### src/hdl/scdc_pkg.sv
// shared constants, codes and helpers for the strip charge-division calibrator
`default_nettype none
package scdc_pkg;

  localparam int CMD_W   = 2;
  localparam int DET_W   = 8;
  localparam int SIDE_W  = 2;
  localparam int STRIP_W = 6;
  localparam int VAL_W   = 32;
  localparam int CIDX_W  = 5;
  localparam int ST_W    = 2;
  localparam int CFG_W   = 2;

  localparam logic [CMD_W-1:0] CMD_WRITE  = 2'd0;
  localparam logic [CMD_W-1:0] CMD_ENERGY = 2'd1;
  localparam logic [CMD_W-1:0] CMD_PAIR   = 2'd2;
  localparam logic [CMD_W-1:0] CMD_NONE   = 2'd3;

  localparam logic [ST_W-1:0] ST_OK      = 2'd0;
  localparam logic [ST_W-1:0] ST_CHANNEL = 2'd1;
  localparam logic [ST_W-1:0] ST_SUM     = 2'd2;
  localparam logic [ST_W-1:0] ST_SCALE   = 2'd3;

  localparam logic [CFG_W-1:0] REG_LOWER_GATE = 2'd0;
  localparam logic [CFG_W-1:0] REG_UPPER_GATE = 2'd1;
  localparam logic [CFG_W-1:0] REG_POS_CORR   = 2'd2;

  localparam int NCOEF      = 17;
  localparam int K_C0_INT   = 0;
  localparam int K_C0_SLOPE = 1;
  localparam int K_L_INT    = 2;
  localparam int K_L_SLOPE  = 3;
  localparam int K_R_INT    = 4;
  localparam int K_R_SLOPE  = 5;
  localparam int K_P0       = 6;
  localparam int K_P1       = 7;
  localparam int K_P2       = 8;
  localparam int K_C3_INT   = 9;
  localparam int K_C3_SLOPE = 10;
  localparam int K_X01      = 11;
  localparam int K_X11      = 14;

  // quotient bits resolved per divider stage
  localparam int DIV_BPS   = 4;
  localparam int DIV_STEPS = 32 / DIV_BPS;
  localparam int DIV_LAT   = DIV_STEPS + 2;

  function automatic logic signed [31:0] sat32(input logic signed [65:0] v);
    logic signed [31:0] r;
    if (v > 66'sd2147483647) begin
      r = 32'sh7fffffff;
    end else if (v < -66'sd2147483648) begin
      r = 32'sh80000000;
    end else begin
      r = v[31:0];
    end
    return r;
  endfunction

endpackage
`default_nettype wire

### src/hdl/scdc_div.sv
// pipelined signed fixed-point divider, truncating and saturating to 32 bits
`default_nettype none
module scdc_div #(
  parameter int NW = 33,
  parameter int DW = 33,
  parameter int FB = 16
) (
  input  logic                 clk,
  input  logic                 en,
  input  logic signed [NW-1:0] num,
  input  logic signed [DW-1:0] den,
  output logic signed [31:0]   quo
);
  import scdc_pkg::*;

  localparam int MW = NW + FB;
  localparam int CW = (MW - 32 > DW) ? MW - 32 : DW;

  typedef struct packed {
    logic neg;
    logic zero;
    logic nneg;
    logic ovf;
  } dflag_t;

  logic [NW-1:0] nabs;
  logic [DW-1:0] dabs;
  logic [MW-1:0] mag;

  logic [DW-1:0] rem  [DIV_STEPS+1];
  logic [31:0]   lo   [DIV_STEPS+1];
  logic [31:0]   qq   [DIV_STEPS+1];
  logic [DW-1:0] dm   [DIV_STEPS+1];
  dflag_t        fl   [DIV_STEPS+1];

  assign nabs = num[NW-1] ? NW'(-num) : NW'(num);
  assign dabs = den[DW-1] ? DW'(-den) : DW'(den);
  assign mag  = {nabs, {FB{1'b0}}};

  always_ff @(posedge clk) begin
    if (en) begin
      rem[0]     <= DW'(mag[MW-1:32]);
      lo[0]      <= mag[31:0];
      qq[0]      <= '0;
      dm[0]      <= dabs;
      fl[0].neg  <= num[NW-1] ^ den[DW-1];
      fl[0].zero <= (den == '0);
      fl[0].nneg <= ~num[NW-1];
      // quotient magnitude of 2^32 or more
      fl[0].ovf  <= CW'(mag[MW-1:32]) >= CW'(dabs);
    end
  end

  for (genvar j = 0; j < DIV_STEPS; j++) begin : g_step
    logic [DW-1:0] nrem;
    logic [31:0]   nlo;
    logic [31:0]   nq;

    always_comb begin
      logic [DW:0] t;
      nrem = rem[j];
      nlo  = lo[j];
      nq   = qq[j];
      for (int b = 0; b < DIV_BPS; b++) begin
        t   = {nrem, nlo[31]};
        nlo = {nlo[30:0], 1'b0};
        if (t >= {1'b0, dm[j]}) begin
          t  = t - {1'b0, dm[j]};
          nq = {nq[30:0], 1'b1};
        end else begin
          nq = {nq[30:0], 1'b0};
        end
        nrem = t[DW-1:0];
      end
    end

    always_ff @(posedge clk) begin
      if (en) begin
        rem[j+1] <= nrem;
        lo[j+1]  <= nlo;
        qq[j+1]  <= nq;
        dm[j+1]  <= dm[j];
        fl[j+1]  <= fl[j];
      end
    end
  end

  always_ff @(posedge clk) begin
    if (en) begin
      if (fl[DIV_STEPS].zero) begin
        quo <= fl[DIV_STEPS].nneg ? 32'sh7fffffff : 32'sh80000000;
      end else if (fl[DIV_STEPS].ovf) begin
        quo <= fl[DIV_STEPS].neg ? 32'sh80000000 : 32'sh7fffffff;
      end else if (!fl[DIV_STEPS].neg) begin
        quo <= qq[DIV_STEPS][31] ? 32'sh7fffffff : $signed(qq[DIV_STEPS]);
      end else begin
        quo <= (qq[DIV_STEPS] > 32'h80000000) ? 32'sh80000000 : $signed(-qq[DIV_STEPS]);
      end
    end
  end

endmodule
`default_nettype wire

### config.mk
export PLATFORM = sky130hd
export DESIGN_NAME = scdc_div
export DESIGN_NICKNAME = d
export VERILOG_FILES = /design/src/hdl/scdc_pkg.sv /design/src/hdl/scdc_div.sv
export SDC_FILE = /design/constraint.sdc
export NUM_CORES = 2
export LEC_CHECK = 0
export BUFFER_PORTS_ARGS = -buffer_cell sky130_fd_sc_hd__buf_4
export CAP_MARGIN = 5
export CORE_ASPECT_RATIO = 0.75
export CORE_UTILIZATION = 26
export CTS_BUF_LIST = sky130_fd_sc_hd__clkbuf_2 sky130_fd_sc_hd__clkbuf_4 sky130_fd_sc_hd__clkbuf_8
export CTS_CLUSTER_SIZE = 16
export DETAILED_ROUTE_END_ITERATION = 12
export SLEW_MARGIN = 20
export SYNTH_ARGS = -nofsm -noshare
export SYNTH_HDL_FRONTEND = slang
export SYNTH_SLANG_ARGS = --single-unit
export TNS_END_PERCENT = 50
### constraint.sdc
create_clock -name clk -period 17.5 [get_ports clk]
set_input_delay 5.25 -clock clk [delete_from_list [all_inputs] [get_ports clk]]
set_output_delay 5.25 -clock clk [all_outputs]
set_load 0.01 [all_outputs]
# After elaboration in Yosys (flattened, before gate mapping)
# Memory sizes are Yosys's and may differ from the RTL's.
# Cells that the tools add are included.
# word_totals
register_bits	32
mem_bits_rw	1170
inputBits	68
output_inout_bits	32
word_cells	153
memories	5
# classes
addsub	35
n_lt_le_gt_ge	34
n_mux	75
bitwise	2
reduce_logical	1
# mem_list
name	words	word_bits	rd	rd_ports_with_merged_regs	write_ports	line_no	source
dm	9	33	8	0	9	scdc_div.sv:33	logic [DW-1:0] dm [DIV_STEPS+1];
rem	9	33	8	0	9	scdc_div.sv:30	logic [DW-1:0] rem [DIV_STEPS+1];
qq	9	32	9	0	9	scdc_div.sv:32	logic [31:0] qq [DIV_STEPS+1];
lo	9	28	8	0	9	scdc_div.sv:31	logic [31:0] lo [DIV_STEPS+1];
fl	9	4	9	0	9	scdc_div.sv:34	dflag_t fl [DIV_STEPS+1];
# op_table
operator	count
$mux W33	34
$ge A34 B33 Y1	32
$sub A33 B33 Y33	32
$mux W32	6
$neg A33 Y33	2
$mux W1	34
$ge A17 B33 Y1	1
$logic_not A33 Y1	1
$gt A32 B32 Y1 const B	1
$neg A32 Y32	1
$mux W31	1
$not A1 Y1	1
$xor A1 B1 Y1	1

# Depth between registers and ports, before layout
# An unclocked memory read counts as a cell.
# logic_depth
word_depth	9
ltp_mapped	66
ltp_nobuf	58

# Least setup slack after synthesis
# OpenSTA, ideal clock, no wires.
# synth_timing
path_type	register to register
start	mem dm[6][0], in the netlist dm[0][198]
end	mem rem[7][21], in the netlist rem[0][252] (data pin)
setup_time_ns	0.261
arrival_time_ns	13.107
required_time_ns	17.239
setup_slack_ns	4.132
path_stages_with_launch	60
n_path_buf	7
synth_period_minus_slack_ns	13.368
path_cell_list	edfxtp_1 buf_2 inv_1 fa_1 a21o_1 a21oi_1 o31ai_1 a211oi_1 a21oi_1 o21ai_0 a2bb2oi_1 buf_2 buf_1 mux2_2 ha_1 nor3_1 o21bai_1 a21oi_1 [24 not listed] buf_1 mux2i_1 ha_1 a21o_1 a21oi_1 nor2b_1 o41ai_1 o21ai_0 o211ai_1 nand3_1 a31o_2 a211o_1 a21oi_1 or3b_2 buf_2 nand2_1 inv_2 a221o_1
# synth_rtl
element	line_no
from (decl)	scdc_div.sv:33
to (decl)	scdc_div.sv:30

==> out/qor.log <==
qor: final_layout.nNetsFinal 11.0k
qor: final_layout.area.growth.synth_to_final 9.91%
qor: critical_path.timing.critical_path.arrival 16.98 ns
qor: sta.rsz0062_at_grt no
qor: global_route.grt_antenna_before_repair 24
qor: route.drt_iter0_drc 7828
qor: final_layout.post_route_cells_drive_above_1_share 0.0943
qor: sta.rel_slew_slack 0.218
qor: sta.timing.setup.tns 0 ns
qor: logic_synthesis.yosys.area.top_type_share 0.268
qor: logic_synthesis.synth.area.mux_share 0.0683
qor: logic_synthesis.syn-cell-area 85500 µm²
qor: cts.postCtsSetupBuffers 0
qor: final_layout.final.fill_count 34.7k
qor: logic_synthesis.synth-edff-count 764
qor: place.io_buffers 99
qor: floorplanning.ioPinCount 100
qor: route.postRouteWirelength 270000 µm
qor: critical_path.kind_of_start_point_of_the_critical_path flop
qor: logic_synthesis.synth_async_sr_flop_share 0
qor: hold_path.hold_path_startpoint fl[0][4]
qor: logic_synthesis.ys.flop_type sky130_fd_sc_hd__edfxtp_1
qor: sta.setup-violations-final 0
qor: cts.clock_tree.root_cell sky130_fd_sc_hd__clkbuf_8
qor: critical_path.endpoint_required_time_on_the_critical_path 18.03 ns
qor: cts.clk_latency 0.92 ns
qor: global_route.grt_first_pass_wirelength 406000 µm
qor: logic_synthesis.postSynthAreaPerCell 8.76 µm²
qor: critical_path.critPathKind reg2reg
qor: logic_synthesis.post_synth_num_cell_types 98
qor: logic_synthesis.synth_compound_area_frac 0.235
qor: critical_path.cp_common_cell sky130_fd_sc_hd__a21oi_1
qor: sta.hold_viol_final 0
qor: logic_synthesis.ys_seq_area_frac 0.268
qor: critical_path.critical_path.reg2reg.endpoint rem[0][196]
qor: route.route.antenna.remaining_nets 0
qor: critical_path.timing.reg2reg.worst_path_depth 54
qor: global_route.vias_in_the_first_global_route 67.0k
qor: logic_synthesis.synth.net_count 10.9k
qor: cts.clock_sink_count 764
qor: critical_path.worst-path-max-fanout 44
qor: logic_synthesis.synth_most_common_cell sky130_fd_sc_hd__ha_1
qor: outcome.outcome complete, no violations
qor: sta.layout_worst_path_cycle_share 0.940
qor: critical_path.worst_path_largest_cell_delay 0.68 ns
qor: critical_path.timing.rr.start dm[0][132]
qor: sta.timing_max_transition_violations_final 0
qor: critical_path.r2r_setup_slack 1.05 ns
qor: cts.clock_tree_from_tritoncts yes
qor: floorplanning.number_of_rows_created_at_floorplan 181
qor: route.avgRoutedWirePerCell 18.9 µm
qor: cts.clock_tree.htree_level_count 3
qor: cts.cts_made_buffers 118
qor: logic_synthesis.synthesis.instances 9764
qor: route.drt_first_pass_iters 5
qor: critical_path.critical-path-slowest-cell sky130_fd_sc_hd__a221o_2
qor: logic_synthesis.yosys-top-cells-count sky130_fd_sc_hd__ha_1, sky130_fd_sc_hd__a21oi_1, sky130_fd_sc_hd__edfxtp_1
qor: place.dp.final_hpwl 220000 µm
qor: logic_synthesis.synth-seq-cells 764
qor: sta.tightestPinTransition 1.17 ns
qor: logic_synthesis.yosys-top-cells-area sky130_fd_sc_hd__edfxtp_1, sky130_fd_sc_hd__ha_1, sky130_fd_sc_hd__xnor2_1
qor: route.route.vias.total 74.2k
qor: hold_path.min_delay_path_depth 0
qor: floorplanning.design.die.area 331000 µm²
qor: floorplanning.core 326000 µm²
qor: floorplanning.starting_density 0.263
qor: global_route.global_route.usage.total 0.155
qor: global_route.grt_max_degree 201
qor: sta.period_minus_slack 16.45 ns
qor: critical_path.critPathCaptureType flop
qor: logic_synthesis.post_synth_xor_area_fraction 0.0941
qor: hold_path.min_delay_worst_type reg2reg
qor: job.max_capacitance_violation_count 0
qor: sta.fmaxAchievable 0.0608 GHz
qor: final_layout.final_util 0.289
qor: floorplanning.die_width 664 µm
qor: hold_path.min_delay_worst_endpoint fl[0][8]
qor: place.detailedPlace.worstSlack 1.12 ns
qor: route.post-route-drc-count 0
qor: sta.setup_slack 1.05 ns
qor: logic_synthesis.post_synth_fa_ha_maj_area_fraction 0.158
qor: floorplanning.vertical_extent_of_the_die 499 µm
qor: logic_synthesis.yosysWarningCount 0
qor: place.gp_routability_congestion 0.955
qor: global_route.grt.overflow.total 0
qor: sta.worst_clock_skew 0.0988 ns
qor: route.viasPerCell 5.21
qor: cts.clk_pin_slew 0.07 ns
qor: logic_synthesis.synth-simple-area-share 0.139
qor: cts.clockBufferDepth 3
qor: logic_synthesis.synth_top_family_by_area compound AO/OA/AOI/OAI gates
qor: logic_synthesis.synthDominantAreaCellType sky130_fd_sc_hd__edfxtp_1
[placed cells by master, fill, tap and decap left out, types with 49 or more instances in the layout]
cell / count
sky130_fd_sc_hd__edfxtp_1: 764
sky130_fd_sc_hd__nor2b_1: 140
sky130_fd_sc_hd__nor3_1: 174
sky130_fd_sc_hd__nand2_1: 688
sky130_fd_sc_hd__ha_1: 1048
sky130_fd_sc_hd__nand4_1: 127
sky130_fd_sc_hd__xor2_1: 262
sky130_fd_sc_hd__clkbuf_8: 119
sky130_fd_sc_hd__xnor2_1: 657
sky130_fd_sc_hd__a21o_1: 500
sky130_fd_sc_hd__mux2i_1: 71
sky130_fd_sc_hd__o221ai_1: 49
sky130_fd_sc_hd__a21oi_1: 991
sky130_fd_sc_hd__nand2b_1: 146
sky130_fd_sc_hd__a211oi_1: 67
sky130_fd_sc_hd__o21ai_0: 646
sky130_fd_sc_hd__o21bai_1: 153
sky130_fd_sc_hd__o21a_1: 145
sky130_fd_sc_hd__a31oi_1: 90
sky130_fd_sc_hd__nor2_1: 685
sky130_fd_sc_hd__buf_4: 165
sky130_fd_sc_hd__or3_1: 67
sky130_fd_sc_hd__and3_1: 83
sky130_fd_sc_hd__inv_1: 630
sky130_fd_sc_hd__and2_1: 50
sky130_fd_sc_hd__mux2_2: 453
sky130_fd_sc_hd__nand3_1: 178
sky130_fd_sc_hd__o31ai_1: 65
[critical path, delay by kind of cell, from the launching register on]
kind                     cells  cell delay, ns
adder cells (fa/ha/maj)      4            1.53
flip-flops                   1            0.33
buffers and inverters        9            1.89
AO/OA/AOI/OAI               33           10.05
multiplexers                 1            0.29
AND/OR/NAND/NOR              7            1.99
[worst max-delay path by stage]
stage / startpoint / end / cells after the start
finish: dm[0][132] / rem[0][196] / 54
global route: dm[0][198] / rem[0][248] / 53
CTS: dm[0][100] / rem[0][154] / 53
detailed placement: dm[0][100] / rem[0][156] / 53
global placement: dm[0][100] / rem[0][156] / 53
floorplan: dm[0][198] / rem[0][252] / 59
[cell type report]
cell class	instances	area [µm²]	area share
well taps	4300	5380	0.0572
clock buffers	144	1830	0.0194
repair buffers	169	1310	0.0140
flip-flops and latches	764	22900	0.244
multi-input cells	8163	59500	0.633
diodes	6	15.0	0.000160
inverters	641	2410	0.0256
clock inverters	75	629	0.00669
[sequential cells by signal, indices dropped and copies added (netlist names)]
signal,flops
fl,36
dm,264
qq,144
rem,248
quo,32
lo,40
[metal layers]
layer  track usage  vias to the layer above  share of wire
met5             0                        -        0.00033
met4        0.0227                       12          0.013
met3        0.0457                      223           0.10
met2         0.207                     2468           0.37
met1         0.244                    34943           0.51
li1              -                    36589              -
[through the flow]
| stage | hold WS (ns) | cells | cell area (µm²) |
|---|---|---|---|
| after floorplan | 0.400 | 9764 | 85500 |
| after global placement | 0.401 | 14037 | 91500 |
| after detailed placement | 0.405 | 14037 | 91500 |
| after CTS | 0.393 | 14256 | 94000 |
| after global routing | 0.395 | 14258 | 94000 |
| final | 0.382 | 14262 | 94000 |
[kinds of logic (layout without fill, tap and decap cells)]
| kind of cell | count (synthesis) | in the layout |
|---|---|---|
| adder cells (fa/ha/maj) | 1068 | 1068 |
| flip-flops | 764 | 764 |
| other | 0 | 6 |
| buffers and inverters | 837 | 1029 |
| AO/OA/AOI/OAI | 3151 | 3151 |
| XOR/XNOR | 919 | 919 |
| multiplexers | 526 | 526 |
| AND/OR/NAND/NOR | 2499 | 2499 |
[what timing repair did]
item                       in CTS  in global routing
hold buffers                    0                  0
hold endpoints to repair        0                  0
gates resized for setup         0                  2
setup endpoints to repair       0                 64
Power is left out: the tool's default activity adds up to more than one toggle a clock period on the data nets, which glitch-free logic cannot reach.
